<file path="config.mk">
export PLATFORM = sky130hd
export DESIGN_NAME = double_ended_queue_core
export DESIGN_NICKNAME = d
export VERILOG_FILES = /design/src/deq_pkg.sv /design/src/double_ended_queue_core.sv /design/src/deq_cell.sv
export VERILOG_INCLUDE_DIRS = /design/src /design/src/src
export SDC_FILE = /design/constraint.sdc
export NUM_CORES = 1
export LEC_CHECK = 0
export BUFFER_PORTS_ARGS = -buffer_cell sky130_fd_sc_hd__buf_4
export CELL_PAD_IN_SITES_DETAIL_PLACEMENT = 0
export CELL_PAD_IN_SITES_GLOBAL_PLACEMENT = 1
export CORE_UTILIZATION = 53
export CTS_CLUSTER_SIZE = 28
export DETAILED_ROUTE_END_ITERATION = 7
export PLACE_DENSITY_LB_ADDON = 0.1
export SLEW_MARGIN = 25
export SYNTH_ARGS = -nofsm -noshare
export SYNTH_HDL_FRONTEND = slang
export SYNTH_SLANG_ARGS = --single-unit
export TNS_END_PERCENT = 100
</file>
<file path="constraint.sdc">
create_clock -name clk -period 5 [get_ports clk]
set_clock_uncertainty 0.1 [all_clocks]
set_input_delay 0 -clock clk [delete_from_list [all_inputs] [get_ports clk]]
set_output_delay 0 -clock clk [all_outputs]
set_load 0.005 [all_outputs]
</file>
<file path="src/assert_macros.svh">
// Assertion macros used by the deque core.
`ifndef ASSERT_MACROS_SVH
`define ASSERT_MACROS_SVH

// Property checked on every rising edge of clk while reset is released.
`define DEQ_ASSERT(lbl, clk, rst_n, prop, msg) \
  lbl: assert property (@(posedge clk) disable iff (!rst_n) prop) else $error(msg);

// Condition that must never be seen while reset is released.
`define DEQ_ASSERT_NEVER(lbl, clk, rst_n, cond, msg) \
  lbl: assert property (@(posedge clk) disable iff (!rst_n) !(cond)) else $error(msg);

`endif

</file>
<file path="src/deq_pkg.sv">
// Package with the item types, operation codes and status codes of the deque.
`timescale 1ns / 1ps
package deq_pkg;

  localparam int unsigned DataW = 32;

  localparam logic [2:0] OP_PUSH_FRONT = 3'd0;
  localparam logic [2:0] OP_PUSH_BACK  = 3'd1;
  localparam logic [2:0] OP_POP_FRONT  = 3'd2;
  localparam logic [2:0] OP_POP_BACK   = 3'd3;
  localparam logic [2:0] OP_PEEK_FRONT = 3'd4;
  localparam logic [2:0] OP_PEEK_BACK  = 3'd5;

  localparam logic [1:0] ST_OK    = 2'd0;
  localparam logic [1:0] ST_UNDER = 2'd1;
  localparam logic [1:0] ST_OVER  = 2'd2;

  typedef struct packed {
    logic [2:0]              op;
    logic signed [DataW-1:0] push_value;
  } deq_in_t;

  typedef struct packed {
    logic signed [DataW-1:0] read_value;
    logic [1:0]              status;
  } deq_out_t;

  // Commands broadcast to every cell; at most one is set in a cycle.
  typedef struct packed {
    logic                    push_front;
    logic                    push_back;
    logic                    pop_front;
    logic                    pop_back;
    logic signed [DataW-1:0] push_value;
  } deq_ctrl_t;

endpackage

</file>
<file path="src/double_ended_queue_core.sv">
// Top level of the bounded double-ended queue built from a chain of cells.
`timescale 1ns / 1ps
`include "assert_macros.svh"
// Usage:
// The in_ channel carries one request item (op and push_value) with a
// valid/ready handshake; the out_ channel returns exactly one result item
// (read_value and status) per request, in request order.
// Words are held in a row of DEPTH cells with the front word in cell 0.
// A push or pop at the front shifts every cell by one place at once; a
// push or pop at the back changes only the cell at the edge of the
// occupied run. The back word is picked out by each cell's own last flag.
// The result of an accepted item is held in the output register and shown
// in the cycle after it is accepted. While out_ready is high one item is
// taken per cycle, set by the single update of the cell row and output register.
// The output register decouples the channels: while out_ready is low a
// result waits there, and in_ready falls until it is taken.
// Reset (rst_n low, synchronous) empties the deque and drops any pending
// result. Errors (underflow on empty, overflow on full) leave the contents
// as they were and return read_value zero.
module double_ended_queue_core #(
  parameter int DEPTH = 16
) (
  input  logic               clk,
  input  logic               rst_n,
  input  logic               in_valid,
  output logic               in_ready,
  input  deq_pkg::deq_in_t   in_data,
  output logic               out_valid,
  input  logic               out_ready,
  output deq_pkg::deq_out_t  out_data
);

  logic                             accept;
  logic                             full;
  logic                             empty;
  logic [DEPTH-1:0]                 occ_vec;
  logic [DEPTH-1:0]                 last_vec;
  logic signed [deq_pkg::DataW-1:0] cell_data [DEPTH];
  logic signed [deq_pkg::DataW-1:0] back_value;
  deq_pkg::deq_ctrl_t               ctrl;
  deq_pkg::deq_out_t                result;
  deq_pkg::deq_out_t                out_r;
  logic                             out_valid_r;
  logic                             out_valid_nxt;

  // A new item is taken whenever the output register is empty or is being
  // emptied in this same cycle.
  assign in_ready = !out_valid_r || out_ready;
  assign accept   = in_valid && in_ready;

  // The occupied cells always form a run starting at cell 0.
  assign empty = !occ_vec[0];
  assign full  = occ_vec[DEPTH-1];

  // Decode the request into cell commands, and form its result.
  always_comb begin
    ctrl            = '0;
    ctrl.push_value = in_data.push_value;
    result          = '0;
    result.status   = deq_pkg::ST_OK;
    case (in_data.op)
      deq_pkg::OP_PUSH_FRONT: begin
        if (full) begin
          result.status = deq_pkg::ST_OVER;
        end else begin
          ctrl.push_front = accept;
        end
      end
      deq_pkg::OP_PUSH_BACK: begin
        if (full) begin
          result.status = deq_pkg::ST_OVER;
        end else begin
          ctrl.push_back = accept;
        end
      end
      deq_pkg::OP_POP_FRONT: begin
        if (empty) begin
          result.status = deq_pkg::ST_UNDER;
        end else begin
          ctrl.pop_front    = accept;
          result.read_value = cell_data[0];
        end
      end
      deq_pkg::OP_POP_BACK: begin
        if (empty) begin
          result.status = deq_pkg::ST_UNDER;
        end else begin
          ctrl.pop_back     = accept;
          result.read_value = back_value;
        end
      end
      deq_pkg::OP_PEEK_FRONT: begin
        if (empty) begin
          result.status = deq_pkg::ST_UNDER;
        end else begin
          result.read_value = cell_data[0];
        end
      end
      deq_pkg::OP_PEEK_BACK: begin
        if (empty) begin
          result.status = deq_pkg::ST_UNDER;
        end else begin
          result.read_value = back_value;
        end
      end
      default: begin
        // Unused op codes give an ok status and change nothing.
      end
    endcase
  end

  // The row of cells. Cell 0 sees an occupied left neighbor carrying the
  // pushed word; the last cell sees a free right neighbor.
  for (genvar i = 0; i < DEPTH; i++) begin : g_cell
    logic                             left_occ;
    logic signed [deq_pkg::DataW-1:0] left_data;
    logic                             right_occ;
    logic signed [deq_pkg::DataW-1:0] right_data;

    if (i == 0) begin : g_first
      assign left_occ  = 1'b1;
      assign left_data = in_data.push_value;
    end else begin : g_inner_l
      assign left_occ  = occ_vec[i-1];
      assign left_data = cell_data[i-1];
    end

    if (i == DEPTH-1) begin : g_last
      assign right_occ  = 1'b0;
      assign right_data = '0;
    end else begin : g_inner_r
      assign right_occ  = occ_vec[i+1];
      assign right_data = cell_data[i+1];
    end

    assign last_vec[i] = occ_vec[i] && !right_occ;

    deq_cell u_cell (
      .clk        (clk),
      .rst_n      (rst_n),
      .ctrl       (ctrl),
      .left_occ   (left_occ),
      .left_data  (left_data),
      .right_occ  (right_occ),
      .right_data (right_data),
      .occ        (occ_vec[i]),
      .data       (cell_data[i])
    );
  end

  // At most one cell is flagged last, so the back word is a masked OR.
  always_comb begin
    back_value = '0;
    for (int i = 0; i < DEPTH; i++) begin
      back_value = back_value | (cell_data[i] & {deq_pkg::DataW{last_vec[i]}});
    end
  end

  always_comb begin
    out_valid_nxt = out_valid_r;
    if (accept) begin
      out_valid_nxt = 1'b1;
    end else if (out_ready) begin
      out_valid_nxt = 1'b0;
    end
  end

  always_ff @(posedge clk) begin
    if (!rst_n) begin
      out_valid_r <= 1'b0;
    end else begin
      out_valid_r <= out_valid_nxt;
    end
  end

  always_ff @(posedge clk) begin
    if (accept) begin
      out_r <= result;
    end
  end

  assign out_valid = out_valid_r;
  assign out_data  = out_r;

  // The occupied cells must stay one unbroken run from cell 0.
  `DEQ_ASSERT_NEVER(a_occ_run, clk, rst_n, ((occ_vec + 1'b1) & occ_vec) != '0, "occupancy has a gap")

  // A push at the back that is not refused adds exactly one word.
  `DEQ_ASSERT(a_push_back_grows, clk, rst_n, accept && in_data.op == deq_pkg::OP_PUSH_BACK && !full |=> $countones(occ_vec) == $past($countones(occ_vec)) + 1, "push back did not add one word")

  // Any pop or peek on an empty deque must report underflow.
  `DEQ_ASSERT(a_underflow, clk, rst_n, accept && empty && (in_data.op == deq_pkg::OP_POP_FRONT || in_data.op == deq_pkg::OP_POP_BACK || in_data.op == deq_pkg::OP_PEEK_FRONT || in_data.op == deq_pkg::OP_PEEK_BACK) |=> out_valid && out_data.status == deq_pkg::ST_UNDER, "missing underflow")

endmodule

</file>
<file path="src/deq_cell.sv">
// One storage cell of the deque chain, holding a word and its occupancy.
`timescale 1ns / 1ps
module deq_cell (
  input  logic                             clk,
  input  logic                             rst_n,
  input  deq_pkg::deq_ctrl_t               ctrl,
  input  logic                             left_occ,
  input  logic signed [deq_pkg::DataW-1:0] left_data,
  input  logic                             right_occ,
  input  logic signed [deq_pkg::DataW-1:0] right_data,
  output logic                             occ,
  output logic signed [deq_pkg::DataW-1:0] data
);

  logic                             occ_r;
  logic                             occ_nxt;
  logic signed [deq_pkg::DataW-1:0] data_r;
  logic signed [deq_pkg::DataW-1:0] data_nxt;

  // Front operations shift the whole chain; back operations touch only the
  // cell at the boundary between occupied and free cells.
  always_comb begin
    occ_nxt  = occ_r;
    data_nxt = data_r;
    if (ctrl.push_front) begin
      occ_nxt  = left_occ;
      data_nxt = left_data;
    end else if (ctrl.pop_front) begin
      occ_nxt  = right_occ;
      data_nxt = right_data;
    end else if (ctrl.push_back && !occ_r && left_occ) begin
      occ_nxt  = 1'b1;
      data_nxt = ctrl.push_value;
    end else if (ctrl.pop_back && occ_r && !right_occ) begin
      occ_nxt  = 1'b0;
    end
  end

  always_ff @(posedge clk) begin
    if (!rst_n) begin
      occ_r <= 1'b0;
    end else begin
      occ_r <= occ_nxt;
    end
  end

  always_ff @(posedge clk) begin
    data_r <= data_nxt;
  end

  assign occ  = occ_r;
  assign data = data_r;

endmodule
</file>
==> impl_metrics.yaml, run 1 <==
run_status:
  status: "completed"
place:
  port_buffers: 74
  preCtsSetupSlack_ps: 1620
  place_inst: 2480
  dpl_cell_area_um2: 28300
  detailed_place_hpwl_mm: 49.5
  gp_congestion: 0.833
global_route:
  grt_pass1_vias: 19362
  grt_pass1_wl_mm: 129
  grt_max_degree: 196
  antenna_found_initial: 3
  overflow: 0
  grtUsageTotal_pct: 33.1
synth:
  yosysUniqueCellTypes: 46
  yosys_register_bits: 563
  syn_nets: 1946
  ys_seq_area_share_pct: 61.3
  synth_top_cell_area_share_pct: 60.0
  avgSynthCellArea_um2: 14.3
  synth-async-reset-ratio_pct: 0
  synth_flop_cell: "edfxtp_1"
  netlist_top_cells_area: "edfxtp_1, a221o_1, a22oi_1"
  synth_top_area_cell: "edfxtp_1"
  synth_edf_count: 546
  yosys_warnings: 0
  syn_inst: 1907
  syn-cell-area_um2: 27300
finish:
  layout_common_cells: "edfxtp_1, a221o_1, a22oi_1"
  final_common_cell: "edfxtp_1"
  fin_util_pct: 60.9
  nNetsFinal: 1954
  stdcell_area_um2: 30800
  layoutNonFillerInstCount: 2635
  nFillCells: 3898
  area_growth_pct: 12.6
  drive_gt1_share_pct: 17.6
die:
  die_y_um: 229
  chipWidth_um: 229
  core-area_um2: 50500
  die_area_um2: 52500
  start_util_pct: 54.1
  ios: 75
  rows: 82
cts:
  htree_levels: 2
  clock-root-buffer: "clkbuf_16"
  insertion_delay_ps: 630
  cts_resized: 0
  postCtsHoldBufs: 42
  clk_path_buf_depth: 3
  clk_pin_slew_worst_paths_ps: 70
  cts_tree: "yes"
  cts.sinks: 563
  postCtsSetupBuffers: 0
  numCtsBuffers: 60
power_and_ir_drop:
  p_per_area_nw_per_um2: 350
  max-vdd-ir-drop_v: 0.000279
  p_leak_nw: 10.2
  total_power_mw: 10.8
timing:
  setup-tns-final_ps: 0
  slew-limit-headroom_pct: 24.3
  setup_viol: 0
  fin_ws_ps: 1640
  fmaxAchievable_mhz: 297
  worstMarginPinSlew_ps: 1130
  rsz0062_at_grt: "false"
  fin_crit_sh_pct: 67.3
  whs_ps: 119
  finalHoldViolCount: 0
  layout_min_cycle_time_ps: 3360
  maxSlewViolCount: 0
setup_path:
  crit_path_max_fanout: 37
  critPathKind: "reg -> reg"
  crit_required_ps: 5170
  arrival_ps: 3530
  worstRegToRegCells: 7
  cp-start-kind: "flip-flop"
  endpoint_kind: "flip-flop"
min_path:
  hold_class: "in -> reg"
  hold_depth: 3
drt:
  vias: 20574
  wl_mm: 88.7
  drtPass1Iterations: 6
  post_drt_wl_per_cell_um: 33.7
  ant_nets: 0
  viasPerCell: 7.81
  route.detailed.drc: 0
  drt_iter0_markers: 3538
run:
  drv_cap: 0
## sequential cells by signal, indices dropped and copies added (netlist names)
signal	flops
g_cell.u_cell.data	512
g_cell.u_cell.occ	16
out_data	34
out_valid	1
## final timing paths
check | startpoint | to | slack (ps)
setup / recovery | g_cell[15].u_cell.occ | g_cell[12].u_cell.data[29] | 1640
hold / removal | in_data[11] | g_cell[0].u_cell.data[11] | 120
setup reg to reg | g_cell[15].u_cell.occ | g_cell[12].u_cell.data[29] | 1640
hold reg to reg | g_cell[8].u_cell.occ | g_cell[7].u_cell.occ | 460
## Yosys cell counts (13+ instances only)
library cell and instances:
nand2_1 65, buf_2 95, a221oi_1 36, nand2b_1 13, a21oi_1 16, dfxtp_1 17, nand4_1 37, nor2b_1 15
clkbuf_1 89, a21boi_0 20, a221o_1 448, and2_4 28, mux2_2 32, o21ai_0 43, a22o_1 36, a22oi_1 196
edfxtp_1 546, a21o_1 32, buf_6 60
## power by group
part | internal, mW | switching [mW] | total (mW)
clock network | 2.73 | 1.90 | 4.63
logic | 0.315 | 0.411 | 0.726
registers | 5.32 | 0.0821 | 5.40
total | 8.37 | 2.40 | 10.8
## per-layer routing
layer / up-vias / global-route usage, % / wire length (um)
li1: 8356 / - / -
met1: 10395 / 46.2 / 34600
met2: 1564 / 50.7 / 40400
met3: 257 / 6.72 / 10200
met4: 2 / 13.4 / 3620
met5: - / 0 / 19
## worst max-delay path: stages (launching register included)
cell     delay, ps
dfxtp_2        310
buf_4          360
nor2_1         230
a21oi_1         60
or4_4          680
buf_4          370
o21ai_4        320
buf_4          530
## final cells by class
class	instances	area (um2)	share of cell area, %
flip-flops and latches	563	16700	54.4
multi-input cells	1085	9330	30.3
repair buffers	200	1830	5.96
clock buffers	72	1570	5.10
well taps	672	841	2.73
clock inverters	36	425	1.38
inverters	5	18.8	0.0610
diodes	2	5.00	0.0163
## cells by family (layout without fill, tap and decap cells)
kind of cell,after synthesis,after routing,synth area share (%)
compound gates,858,858,27.5
flops,563,563,61.3
buf+inv,259,313,5.70
simple gates,193,193,4.12
mux,32,32,1.32
xor+xnor,2,2,0.0641
other cells,0,2,0
(Power assumes the default switching activity.)
==> inputs of run 2 (changes only) <==
--- a/config.mk
+++ b/config.mk
@@ -9,7 +9,7 @@
 export BUFFER_PORTS_ARGS = -buffer_cell sky130_fd_sc_hd__buf_4
 export CELL_PAD_IN_SITES_DETAIL_PLACEMENT = 0
 export CELL_PAD_IN_SITES_GLOBAL_PLACEMENT = 1
-export CORE_UTILIZATION = 53
+export CORE_UTILIZATION = 48
 export CTS_CLUSTER_SIZE = 28
 export DETAILED_ROUTE_END_ITERATION = 7
 export PLACE_DENSITY_LB_ADDON = 0.1
==> constraint.sdc (replaced) <==
create_clock -name clk -period 3 [get_ports clk]
set_clock_uncertainty 0.1 [all_clocks]
set_input_delay 0 -clock clk [delete_from_list [all_inputs] [get_ports clk]]
set_output_delay 0 -clock clk [all_outputs]
set_load 0.005 [all_outputs]
==> run 2 against run 1 <==
Final cell count up 4.0%. Core utilization fell by 5.5 points. Register-to-register slack got worse by 1300 ps. Count of clock-buffer cells in the layout rose by 6. Non-clock buffer count is 22 higher. Combinational power increased by 75%. Sequential cell count is the same. Worst setup slack worse by 1300 ps. Total power increased by 63%. Via count barely moved. Critical path type unchanged.
==> impl_metrics.yaml, run 2 (synthesis gave the netlist of run 1 again) <==
power_and_ir_drop:
  p_per_area_nw_per_um2: 562
  p_leak_nw: 10.3
  max-vdd-ir-drop_v: 0.000480
  total_power_mw: 17.5
setup_path:
  critPathBufInv: 2
  worstPathCellList: "or3_1, nor2_2, nand2_1, buf_4, o21ai_4, buf_12"
  arrival_ps: 2890
  worst_path_max_delay_cell: "or3_1"
  crit_required_ps: 3200
  critPathMaxStageDelay_ps: 460
  path_depth: 6
  worstRegToRegCells: 6
  endpoint_kind: "flip-flop"
  cpLargestDelayFamily: "simple AND/OR/NAND/NOR gates"
  cp-start-kind: "flip-flop"
  crit_path_max_fanout: 20
  critPathKind: "reg -> reg"
timing:
  finalHoldViolCount: 0
  fmaxAchievable_mhz: 372
  slew-limit-headroom_pct: 28.1
  maxSlewViolCount: 0
  fin_crit_sh_pct: 89.6
  fin_ws_ps: 313
  worstMarginPinSlew_ps: 1080
  rsz0062_at_grt: "false"
  setup_viol: 0
  layout_min_cycle_time_ps: 2690
drt:
  ant_nets: 0
  wl_mm: 93.7
  post_drt_wl_per_cell_um: 34.2
  viasPerCell: 7.51
  route.detailed.drc: 0
  drtPass1Iterations: 5
  drt_iter0_markers: 2617
  vias: 20577
cts:
  clock-root-buffer: "clkbuf_16"
  clk_path_buf_depth: 3
  cts_tree: "yes"
  insertion_delay_ps: 630
  numCtsBuffers: 61
  postCtsSetupBuffers: 0
  htree_levels: 2
  cts.sinks: 563
  clk_pin_slew_worst_paths_ps: 60
finish:
  layout_common_cells: "edfxtp_1, a221o_1, a22oi_1"
  nNetsFinal: 1977
  final_common_cell: "edfxtp_1"
  drive_gt1_share_pct: 18.5
  largest_reg_flops: 512
  area_growth_pct: 14.1
global_route:
  grt_pass1_vias: 19593
  grt_max_degree: 103
  grt_pass1_wl_mm: 135
  grtUsageTotal_pct: 32.2
  overflow: 0
  antenna_found_initial: 2
die:
  start_util_pct: 48.5
  die_area_um2: 57900
  ios: 75
  rows: 87
  chipWidth_um: 241
  die_y_um: 241
  core-area_um2: 56300
place:
  detailed_place_hpwl_mm: 52.2
  preCtsSetupSlack_ps: 324
  gp_congestion: 0.813
  port_buffers: 74
run:
  drv_cap: 0
min_path:
  hold_class: "in -> reg"
  hold_depth: 3
run_status:
  status: "completed"
[run 2: cell type report]
| cell class | count | area, um2 |
|---|---|---|
| Multi-Input combinational cell | 1085 | 9330 |
| Clock inverter | 30 | 215 |
| Inverter | 5 | 18.8 |
| Antenna cell | 1 | 2.50 |
| Fill cell | 4591 | 25100 |
| Timing Repair Buffer | 222 | 2280 |
| Clock buffer | 78 | 1650 |
| Sequential cell | 563 | 16700 |
| Tap cell | 756 | 946 |
[run 2: per-layer routing]
layer	global-route usage (%)	vias to the layer above	routed length (um)
li1	-	8397	-
met1	44.8	10490	37600
met2	49.8	1442	42800
met3	6.04	246	9440
met4	12.6	2	3780
met5	0	-	13
[run 2: path summary, 6_finish.rpt]
path,start,to,slack (ps)
worst min-delay path,in_data[31],g_cell[0].u_cell.data[31],130
worst max register to register,g_cell[15].u_cell.occ,g_cell[3].u_cell.data[14],310
worst min register to register,g_cell[7].u_cell.occ,g_cell[6].u_cell.occ,460
worst max-delay path,g_cell[15].u_cell.occ,g_cell[3].u_cell.data[14],310
[run 2: worst reg2reg max path, delay by kind of cell, from the launching register on]
family,cells,cell delay [ps]
flip-flops,1,340
buffers and inverters,2,580
AO/OA/AOI/OAI,1,440
AND/OR/NAND/NOR,3,890
[run 2: timing repair]
item / CTS / global route
gates resized for setup: 0 / 0
hold buffers: 40 / 0
endpoints found under the hold margin: 488 / 0
[run 2: through the flow]
| step | TNS [ps] | area, um2 | utilization (%) | hold WS [ps] | cells |
|---|---|---|---|---|---|
| after floorplan | -196490 | 27300 | - | 21.4 | 1907 |
| after global placement | 0 | 28900 | 51.4 | 212 | 2591 |
| after detailed placement | 0 | 28900 | 51.4 | 219 | 2591 |
| after CTS | 0 | 31200 | 55.4 | 104 | 2739 |
| after global routing | 0 | 31200 | 55.4 | 131 | 2740 |
| final | 0 | 31200 | 55.4 | 131 | 2740 |
[run 2: report_power, final]
group	total [mW]	switching, mW	leakage, nW	internal, mW
Clock	7.25	3.15	0.914	4.09
Sequential	9.01	0.138	5.14	8.87
Combinational	1.27	0.712	4.22	0.561
